--- src/hdl/two_key_top_k_ranker_macros.svh ---
// ---------------------------------------------------------------------------
// Assertion macros for the two-key top-K ranker
// Shared forms for the concurrent checks, clocked on clk and held off by reset.
// ---------------------------------------------------------------------------
`ifndef TWO_KEY_TOP_K_RANKER_MACROS_SVH
`define TWO_KEY_TOP_K_RANKER_MACROS_SVH

// Same-cycle implication.
`define TKR_ASSERT_NOW(label, ante, cons, msg) \
	label: assert property (@(posedge clk) disable iff (!arst_n) (ante) |-> (cons)) \
		else $error(msg);

// Next-cycle implication.
`define TKR_ASSERT_NEXT(label, ante, cons, msg) \
	label: assert property (@(posedge clk) disable iff (!arst_n) (ante) |=> (cons)) \
		else $error(msg);

`endif

--- src/hdl/tkr_pkg.sv ---
// ---------------------------------------------------------------------------
// Two-key top-K ranker package
// Record types, link types between cells, constants and the ranking compare.
// ---------------------------------------------------------------------------
package tkr_pkg;

	localparam int TAG_W       = 16;
	localparam int SCORE_W     = 24;
	localparam int STAGE_W     = 8;
	localparam int RANK_W      = 4;
	localparam int READOUT_MAX = 10;

	localparam logic MODE_INSERT  = 1'b0;
	localparam logic MODE_READOUT = 1'b1;

	typedef struct packed {
		logic [TAG_W-1:0]   tag;
		logic [SCORE_W-1:0] score;
		logic [STAGE_W-1:0] stage;
	} rec_t;

	typedef struct packed {
		logic valid;
		rec_t rec;
	} cell_link_t;

	typedef struct packed {
		logic ins;
		logic rot;
	} cell_ctrl_t;

	// True when record a ranks strictly above record b.
	function automatic logic ranks_above(rec_t a, rec_t b);
		if (a.stage != b.stage) begin
			return a.stage > b.stage;
		end
		return a.score > b.score;
	endfunction

endpackage

--- src/hdl/tkr_cell.sv ---
// ---------------------------------------------------------------------------
// Ranker cell
// Holds one table slot; on insert it keeps, takes the new record or takes its
// upper neighbour's record, and on rotation takes its lower neighbour's.
// ---------------------------------------------------------------------------
module tkr_cell (
	input  logic                clk,
	input  logic                arst_n,
	input  tkr_pkg::cell_ctrl_t ctrl,
	input  tkr_pkg::rec_t       new_rec,
	input  logic                prev_take,
	input  tkr_pkg::cell_link_t prev_link,
	input  tkr_pkg::cell_link_t next_link,
	output logic                take,
	output tkr_pkg::cell_link_t link
);
	import tkr_pkg::*;

	logic valid_q;
	rec_t rec_q;

	assign take = !valid_q || ranks_above(new_rec, rec_q);

	always_ff @(posedge clk or negedge arst_n) begin
		if (!arst_n) begin
			valid_q <= 1'b0;
		end else if (ctrl.rot) begin
			valid_q <= next_link.valid;
		end else if (ctrl.ins && take) begin
			valid_q <= prev_take ? prev_link.valid : 1'b1;
		end
	end

	always_ff @(posedge clk) begin
		if (ctrl.rot) begin
			rec_q <= next_link.rec;
		end else if (ctrl.ins && take) begin
			rec_q <= prev_take ? prev_link.rec : new_rec;
		end
	end

	assign link.valid = valid_q;
	assign link.rec   = rec_q;

endmodule

--- src/hdl/tkr_readout.sv ---
// ---------------------------------------------------------------------------
// Ranker readout sequencer
// Rotates the cell chain once round, emitting the head cell's entry into the
// output register for each ranked position that is reported.
// ---------------------------------------------------------------------------
module tkr_readout #(
	parameter int TOP_K = 10
) (
	input  logic                          clk,
	input  logic                          arst_n,
	input  logic                          start,
	input  logic [$clog2(TOP_K+1)-1:0]    held,
	input  tkr_pkg::cell_link_t           head,
	input  logic                          rsp_stall,
	output logic                          busy,
	output logic                          rot,
	output logic                          rsp_valid,
	output logic [tkr_pkg::RANK_W-1:0]    rank_position,
	output logic                          entry_valid,
	output logic [tkr_pkg::TAG_W-1:0]     out_tag,
	output logic [tkr_pkg::SCORE_W-1:0]   out_score,
	output logic [tkr_pkg::STAGE_W-1:0]   out_stage,
	output logic                          last
);
	import tkr_pkg::*;

	localparam int CNT_W  = $clog2(TOP_K + 1);
	localparam int STEP_W = (TOP_K > 1) ? $clog2(TOP_K) : 1;

	typedef enum logic {
		IDLE,
		RUN
	} state_t;

	state_t            state_q;
	logic [STEP_W-1:0] step_q;
	logic [CNT_W-1:0]  emit_n;
	logic              out_free;
	logic              emitting;
	logic              is_empty;
	logic              end_step;
	logic              load_rsp;

	assign emit_n   = (32'(held) > READOUT_MAX) ? CNT_W'(READOUT_MAX) : held;
	assign out_free = !rsp_valid || !rsp_stall;
	assign emitting = 32'(step_q) < 32'(emit_n);
	assign is_empty = (held == '0);
	assign end_step = 32'(step_q) == TOP_K - 1;
	assign busy     = (state_q != IDLE);
	assign load_rsp = (state_q == RUN) && (is_empty ? out_free : (rot && emitting));

	always_comb begin
		rot = 1'b0;
		if (state_q == RUN && !is_empty) begin
			rot = !emitting || out_free;
		end
	end

	always_ff @(posedge clk or negedge arst_n) begin
		if (!arst_n) begin
			state_q       <= IDLE;
			step_q        <= '0;
			rsp_valid     <= 1'b0;
			rank_position <= '0;
			entry_valid   <= 1'b0;
			out_tag       <= '0;
			out_score     <= '0;
			out_stage     <= '0;
			last          <= 1'b0;
		end else begin
			if (load_rsp) begin
				rsp_valid <= 1'b1;
			end else if (!rsp_stall) begin
				rsp_valid <= 1'b0;
			end
			unique case (state_q)
				IDLE: begin
					step_q <= '0;
					if (start) begin
						state_q <= RUN;
					end
				end
				RUN: begin
					if (is_empty) begin
						if (out_free) begin
							rank_position <= '0;
							entry_valid   <= 1'b0;
							out_tag       <= '0;
							out_score     <= '0;
							out_stage     <= '0;
							last          <= 1'b1;
							state_q       <= IDLE;
						end
					end else if (rot) begin
						if (emitting) begin
							rank_position <= RANK_W'(step_q);
							entry_valid   <= 1'b1;
							out_tag       <= head.rec.tag;
							out_score     <= head.rec.score;
							out_stage     <= head.rec.stage;
							last          <= (32'(step_q) + 1 == 32'(emit_n));
						end
						if (end_step) begin
							step_q  <= '0;
							state_q <= IDLE;
						end else begin
							step_q <= step_q + 1'b1;
						end
					end
				end
				default: state_q <= IDLE;
			endcase
		end
	end

endmodule

--- src/hdl/two_key_top_k_ranker.sv ---
// ---------------------------------------------------------------------------
// Two-key top-K ranker
// Ranked table of the best TOP_K records, ordered by stage and then score.
// ---------------------------------------------------------------------------
// An insert transaction is taken at once and, while no readout runs, inserts
// can follow one another in every cycle: every cell of the chain compares the
// new record with its own slot at once and shifts or loads in that cycle. A
// readout transaction occupies the block until the chain has rotated once
// round through the head cell, one slot per cycle while the result side does
// not stall, to present entries in rank order and restore the table; the
// first result is registered after the sequencer has entered its run state,
// and an empty table gives its single result from that state and ends. No
// request is taken while a readout runs. Equal records keep arrival order and
// the table is empty after reset.
module two_key_top_k_ranker #(
	parameter int TOP_K = 10
) (
	input  logic                          clk,
	input  logic                          arst_n,
	input  logic                          req_valid,
	output logic                          req_stall,
	input  logic                          mode,
	input  logic [tkr_pkg::TAG_W-1:0]     player_tag,
	input  logic [tkr_pkg::SCORE_W-1:0]   score,
	input  logic [tkr_pkg::STAGE_W-1:0]   stage,
	output logic                          rsp_valid,
	input  logic                          rsp_stall,
	output logic [tkr_pkg::RANK_W-1:0]    rank_position,
	output logic                          entry_valid,
	output logic [tkr_pkg::TAG_W-1:0]     out_tag,
	output logic [tkr_pkg::SCORE_W-1:0]   out_score,
	output logic [tkr_pkg::STAGE_W-1:0]   out_stage,
	output logic                          last
);
	import tkr_pkg::*;
	`include "two_key_top_k_ranker_macros.svh"

	localparam int CNT_W = $clog2(TOP_K + 1);

	logic             req_fire;
	logic             busy;
	logic             rot;
	logic [CNT_W-1:0] held_q;
	rec_t             new_rec;
	cell_ctrl_t       ctrl;
	cell_link_t       links [TOP_K];
	logic [TOP_K-1:0] takes;
	logic [TOP_K-1:0] cell_valid;
	logic             held_ok;
	logic             ins_room;

	assign req_stall     = busy;
	assign req_fire      = req_valid && !req_stall;
	assign new_rec.tag   = player_tag;
	assign new_rec.score = score;
	assign new_rec.stage = stage;
	assign ctrl.ins      = req_fire && (mode == MODE_INSERT);
	assign ctrl.rot      = rot;

	genvar gi;
	generate
		for (gi = 0; gi < TOP_K; gi++) begin : g_cell
			localparam int NXT = (gi + 1) % TOP_K;
			logic       prev_take;
			cell_link_t prev_link;

			if (gi == 0) begin : g_head
				assign prev_take = 1'b0;
				assign prev_link = '0;
			end else begin : g_body
				assign prev_take = takes[gi-1];
				assign prev_link = links[gi-1];
			end

			tkr_cell u_cell (
				.clk       (clk),
				.arst_n    (arst_n),
				.ctrl      (ctrl),
				.new_rec   (new_rec),
				.prev_take (prev_take),
				.prev_link (prev_link),
				.next_link (links[NXT]),
				.take      (takes[gi]),
				.link      (links[gi])
			);

			assign cell_valid[gi] = links[gi].valid;
		end
	endgenerate

	always_ff @(posedge clk or negedge arst_n) begin
		if (!arst_n) begin
			held_q <= '0;
		end else if (ctrl.ins && held_q != CNT_W'(TOP_K)) begin
			held_q <= held_q + 1'b1;
		end
	end

	tkr_readout #(
		.TOP_K (TOP_K)
	) u_readout (
		.clk           (clk),
		.arst_n        (arst_n),
		.start         (req_fire && (mode == MODE_READOUT)),
		.held          (held_q),
		.head          (links[0]),
		.rsp_stall     (rsp_stall),
		.busy          (busy),
		.rot           (rot),
		.rsp_valid     (rsp_valid),
		.rank_position (rank_position),
		.entry_valid   (entry_valid),
		.out_tag       (out_tag),
		.out_score     (out_score),
		.out_stage     (out_stage),
		.last          (last)
	);

	assign held_ok  = ($countones(cell_valid) == 32'(held_q));
	assign ins_room = ctrl.ins && (32'(held_q) < TOP_K);

	`TKR_ASSERT_NOW(a_held_matches_cells, 1'b1, held_ok, "held count disagrees with cells")
	`TKR_ASSERT_NEXT(a_insert_grows, ins_room, held_q == $past(held_q) + 1'b1, "no growth")
	`TKR_ASSERT_NOW(a_no_insert_in_rotation, rot, !ctrl.ins, "insert taken in rotation")

endmodule
--- config.mk ---
export PLATFORM = sky130hd
export DESIGN_NAME = two_key_top_k_ranker
export DESIGN_NICKNAME = d
export VERILOG_FILES = /design/src/hdl/tkr_pkg.sv /design/src/hdl/tkr_cell.sv /design/src/hdl/tkr_readout.sv /design/src/hdl/two_key_top_k_ranker.sv
export VERILOG_INCLUDE_DIRS = /design/src /design/src/hdl
export SDC_FILE = /design/constraint.sdc
export NUM_CORES = 2
export LEC_CHECK = 0
export ABC_AREA = 1
export BUFFER_PORTS_ARGS = -buffer_cell sky130_fd_sc_hd__buf_2
export CAP_MARGIN = 20
export CORE_UTILIZATION = 55
export DETAILED_ROUTE_END_ITERATION = 7
export MAX_ROUTING_LAYER = met4
export PLACE_DENSITY = 0.75
export SYNTH_ARGS = -nofsm -noshare
export SYNTH_HDL_FRONTEND = slang
export SYNTH_HIERARCHICAL = 1
export SYNTH_SLANG_ARGS = --single-unit
--- constraint.sdc ---
create_clock -name clk -period 3.7 [get_ports clk]
set_input_delay 0 -clock clk [delete_from_list [all_inputs] [get_ports clk]]
set_output_delay 0 -clock clk [all_outputs]
set_load 0.02 [all_outputs]
==> summary.md <==
| Metric | Value |
|---|---|
| Reg clk slew, reported paths | `0.06 ns` |
| DRC viols | `0` |
| Clock sinks | `554` |
| CTS Buf Count | `61` |
| P_sw | `21.7 mW` |
| Tcrit/Tclk final | `87.8%` |
| Final setup vio count | `0` |
| Number of gates resized after cts | `0` |
| Avg Inst Size Synth | `8.00 um2` |
| Hold WC Path Type | `in2reg` |
| Gr usage total | `37.3%` |
| Yosys warns | `6` |
| Area of the die | `66800 um2` |
| Clk pwr share | `14.0%` |
| Initial DRT Pass Iterations | `8` |
| Pwr dens | `1120 nW/um2` |
| Status | `completed` |
| Core area | `64700 um2` |
| Worst IR Drop VDD | `704 uV` |
| Count of final max-slew check failures | `0` |
| Clk_skew | `a little under 0.04 ns` |
| # IOs | `approximately 110` |
| Kind of critical path | `reg2reg` |
| Wire per inst | `21.9 um` |
| HPWL Detailed | `around 80000 um` |
| Antenna violations before repair | `2` |
| Max_cap viols | `0` |
| Nets | `5053` |
| Largest net degree at the start of global routing | `89` |
| Post-place instance area | `37900 um2` |
| Via density | `6.03` |
| First-pass GRT wire length | `~190000 um` |
| Post-synthesis cell area | `36200 um2` |
| DRT Wirelength | `122000 um` |
| CP Capture Type | `flip-flop` |
| Post-route antenna net violation count | `0` |
| Final hold violation count | `0` |
| Worst hold slack | `between 0.2 and 0.25 ns` |
| Final Cell Area | `40600 um2` |
| Distinct cells, synth | `36` |
| Req. time, crit path | `4.19 ns` |
| CTS Buffer Depth | `3` |
| Number of buffers added on ports | `108` |
| Die width | `259 um` |
| Row Count | `93` |
| RePlAce Congestion | `1.00` |
| Synth area leaders | `edfxtp_1 (40%), a21oi_1 (15%), ha_1 (11%)` |
| Fin crit period | `3.25 ns` |
| H-tree Lvls | `2` |
| Asr flop ratio synth | `13.4%` |
| Clk root buf | `clkbuf_16` |
| Layout cell share with drive strength beyond 1 | `a little under a tenth` |
| Synthesized instance count | `4527` |
| Vias in the first global route | `32433` |
| Routed via count | `between 30000 and 40000` |
| DR iter-0 viols | `4503` |
| Post-synthesis sequential area ratio | `44.9%` |
| #FFs+latches synth | `554` |
| Slew HR | `39.3%` |
| Least-Margin Pin Slew | `0.903 ns` |
| Initial Utilization | `56.0%` |
| Flop pwr share | `34.3%` |
| CP startpoint kind | `flip-flop` |
| Top_reg_cell synth | `edfxtp_1` |
| Leakage | `18.2 nW` |
| Internal power | `23.7 mW` |
| Setup TNS | `0 ns` |
| Die Y-Extent | `259 um` |
| F_max | `308 MHz` |
| Power share of the combinational group | `51.7%` |
| Net switching share of the total power | `47.9%` |
| Clock tree from TritonCTS | `built` |
| P&R area growth vs syn | `12.0%` |
| Largest area contributor in the netlist | `edfxtp_1` |
| # hold bufs at CTS | `56` |
| Max FO, Critical Path | `33` |
| Worst EP arrival | `3.73 ns` |
| GR Overflow Total | `0` |
| Top-area cell type share of the netlist area | `39.8%` |
| Setup Fix Bufs, Post-CTS | `0` |
| EDFF count, synth | `480` |
| RSZ-0062 raised after global routing | `no` |
| Clk Latency, worst-skew pair | `about 0.67 ns` |
-- worst max-delay path, cell delays in order (launching register included) --
cell and delay [ns]:
edfxtp_1 0.40, inv_1 0.07, ha_1 0.30, nand2_1 0.07, inv_2 0.06, nand3_1 0.08
nor3_1 0.46, a21oi_1 0.14, nand2_1 0.10, nand2_2 0.34, inv_2 0.49, buf_12 0.31
nand2_1 0.08, a21oi_1 0.17
-- logic make-up after synthesis --
kind of cell / synth area share, %
other: 0.0104
adder cells (fa/ha/maj): 11.3
buffers and inverters: 7.77
flip-flops: 44.9
AO/OA/AOI/OAI: 16.4
AND/OR/NAND/NOR: 19.5
XOR/XNOR: 0.0242
-- metrics by stage --
step / utilization [%] / setup WS (ns) / instances / total power [mW]
2_1_floorplan: - / 0.886 / 4579 / 29.9
3_3_place_gp: 58.6 / 0.664 / 5408 / 37.3
3_5_place_dp: 58.6 / 0.639 / 5408 / 38.1
4_1_cts: 62.7 / 0.593 / 5580 / 44.6
5_1_grt: 62.7 / 0.264 / 5582 / 48.0
6_report: 62.7 / 0.453 / 5582 / 45.4
-- power by group through the flow --
stage / Combinational, mW / Sequential [mW] / Clock, mW
after floorplan: 15.2 / 14.7 / 0
after global placement: 21.8 / 15.5 / 0
after detailed placement: 22.5 / 15.5 / 0
after CTS: 22.8 / 15.5 / 6.37
after global routing: 25.5 / 15.9 / 6.61
final: 23.5 / 15.6 / 6.36
-- layout make-up --
type | instances | area (um2)
tap | 855 | 1070
multi-input combinational | 3324 | 17300
antenna | 2 | 5.00
clock buffer | 80 | 1710
sequential | 554 | 16300
timing repair buffer | 262 | 2070
fill | 5594 | 24100
clock inverter | 36 | 352
inverter | 469 | 1770
-- cells in the final DEF, fill, tap and decap left out, types with 2 or more instances in the layout --
cell,count
o21a_1,10
buf_12,17
o21ai_1,10
nand2_2,43
clkbuf_1,10
nand4_1,23
nor2_2,31
clkinvlp_4,8
bufinv_16,5
o21ai_0,22
ha_1,328
buf_2,107
conb_1,53
clkinv_2,17
diode_2,2
nand3_1,55
nand2_1,1059
edfxtp_1,480
clkbuf_16,63
a21oi_1,1094
buf_4,82
clkinv_1,4
nor2_1,546
dlygate4sd3_1,55
nor3_1,10
dfrtp_1,74
a21boi_1,10
a21o_1,20
inv_2,56
inv_1,411
clkbuf_8,7
-- per-layer routing --
metal  wire (um)  up-vias  GRT usage, %
li1            -    15351             -
met1       45800    15628          47.0
met2       54500     2220          56.9
met3       15100      456          7.63
met4        6770        0          18.8
met5           0        -             -
-- worst paths after layout --
kind                                                           from  slack, ns  depth (start not counted)                                    to
max in group asynchronous                                    arst_n       2.77                          4  g_cell[6].u_cell/valid_q$_DFFE_PN0P_
worst min-delay path                                      rsp_stall       0.20                          4       u_readout/rsp_valid$_DFFE_PN0P_
worst max register to register  g_cell[2].u_cell/link[11]$_DFFE_PP_       0.45                         13   g_cell[3].u_cell/link[11]$_DFFE_PP_
min in group asynchronous                                    arst_n       0.47                          4   u_readout/out_score[16]$_DFFE_PN0P_
worst max-delay path            g_cell[2].u_cell/link[11]$_DFFE_PP_       0.45                         13   g_cell[3].u_cell/link[11]$_DFFE_PP_
worst min register to register   u_readout/out_score[1]$_DFFE_PN0P_       0.47                          2    u_readout/out_score[1]$_DFFE_PN0P_
-- cell usage after synthesis, types with 4 or more instances --
| cell type | count |
|---|---|
| edfxtp_1 | 480 |
| buf_1 | 10 |
| nor2_1 | 546 |
| inv_2 | 56 |
| buf_4 | 20 |
| buf_6 | 4 |
| clkbuf_1 | 144 |
| o21a_1 | 10 |
| o21ai_0 | 22 |
| a21boi_1 | 10 |
| nor2_2 | 31 |
| dfrtp_1 | 74 |
| a21oi_1 | 1094 |
| buf_2 | 53 |
| nand2_1 | 1059 |
| inv_1 | 412 |
| a21o_1 | 20 |
| nand4_1 | 23 |
| ha_1 | 328 |
| o21ai_1 | 10 |
| nand2_2 | 43 |
| nand3_1 | 55 |
| nor3_1 | 10 |
-- registers in the layout, indices dropped and copies added (netlist names) --
| name | cells |
|---|---|
| g_cell.u_cell/valid_q | 10 |
| u_readout/out_tag | 16 |
| u_readout/out_stage | 8 |
| u_readout/busy | 1 |
| u_readout/out_score | 24 |
| held_q | 4 |
| g_cell.u_cell/link | 480 |
| u_readout/rsp_valid | 1 |
| u_readout/last | 1 |
| u_readout/step_q | 4 |
| u_readout/rank_position | 4 |
| u_readout/entry_valid | 1 |
Power figures use the tool's default switching activity.
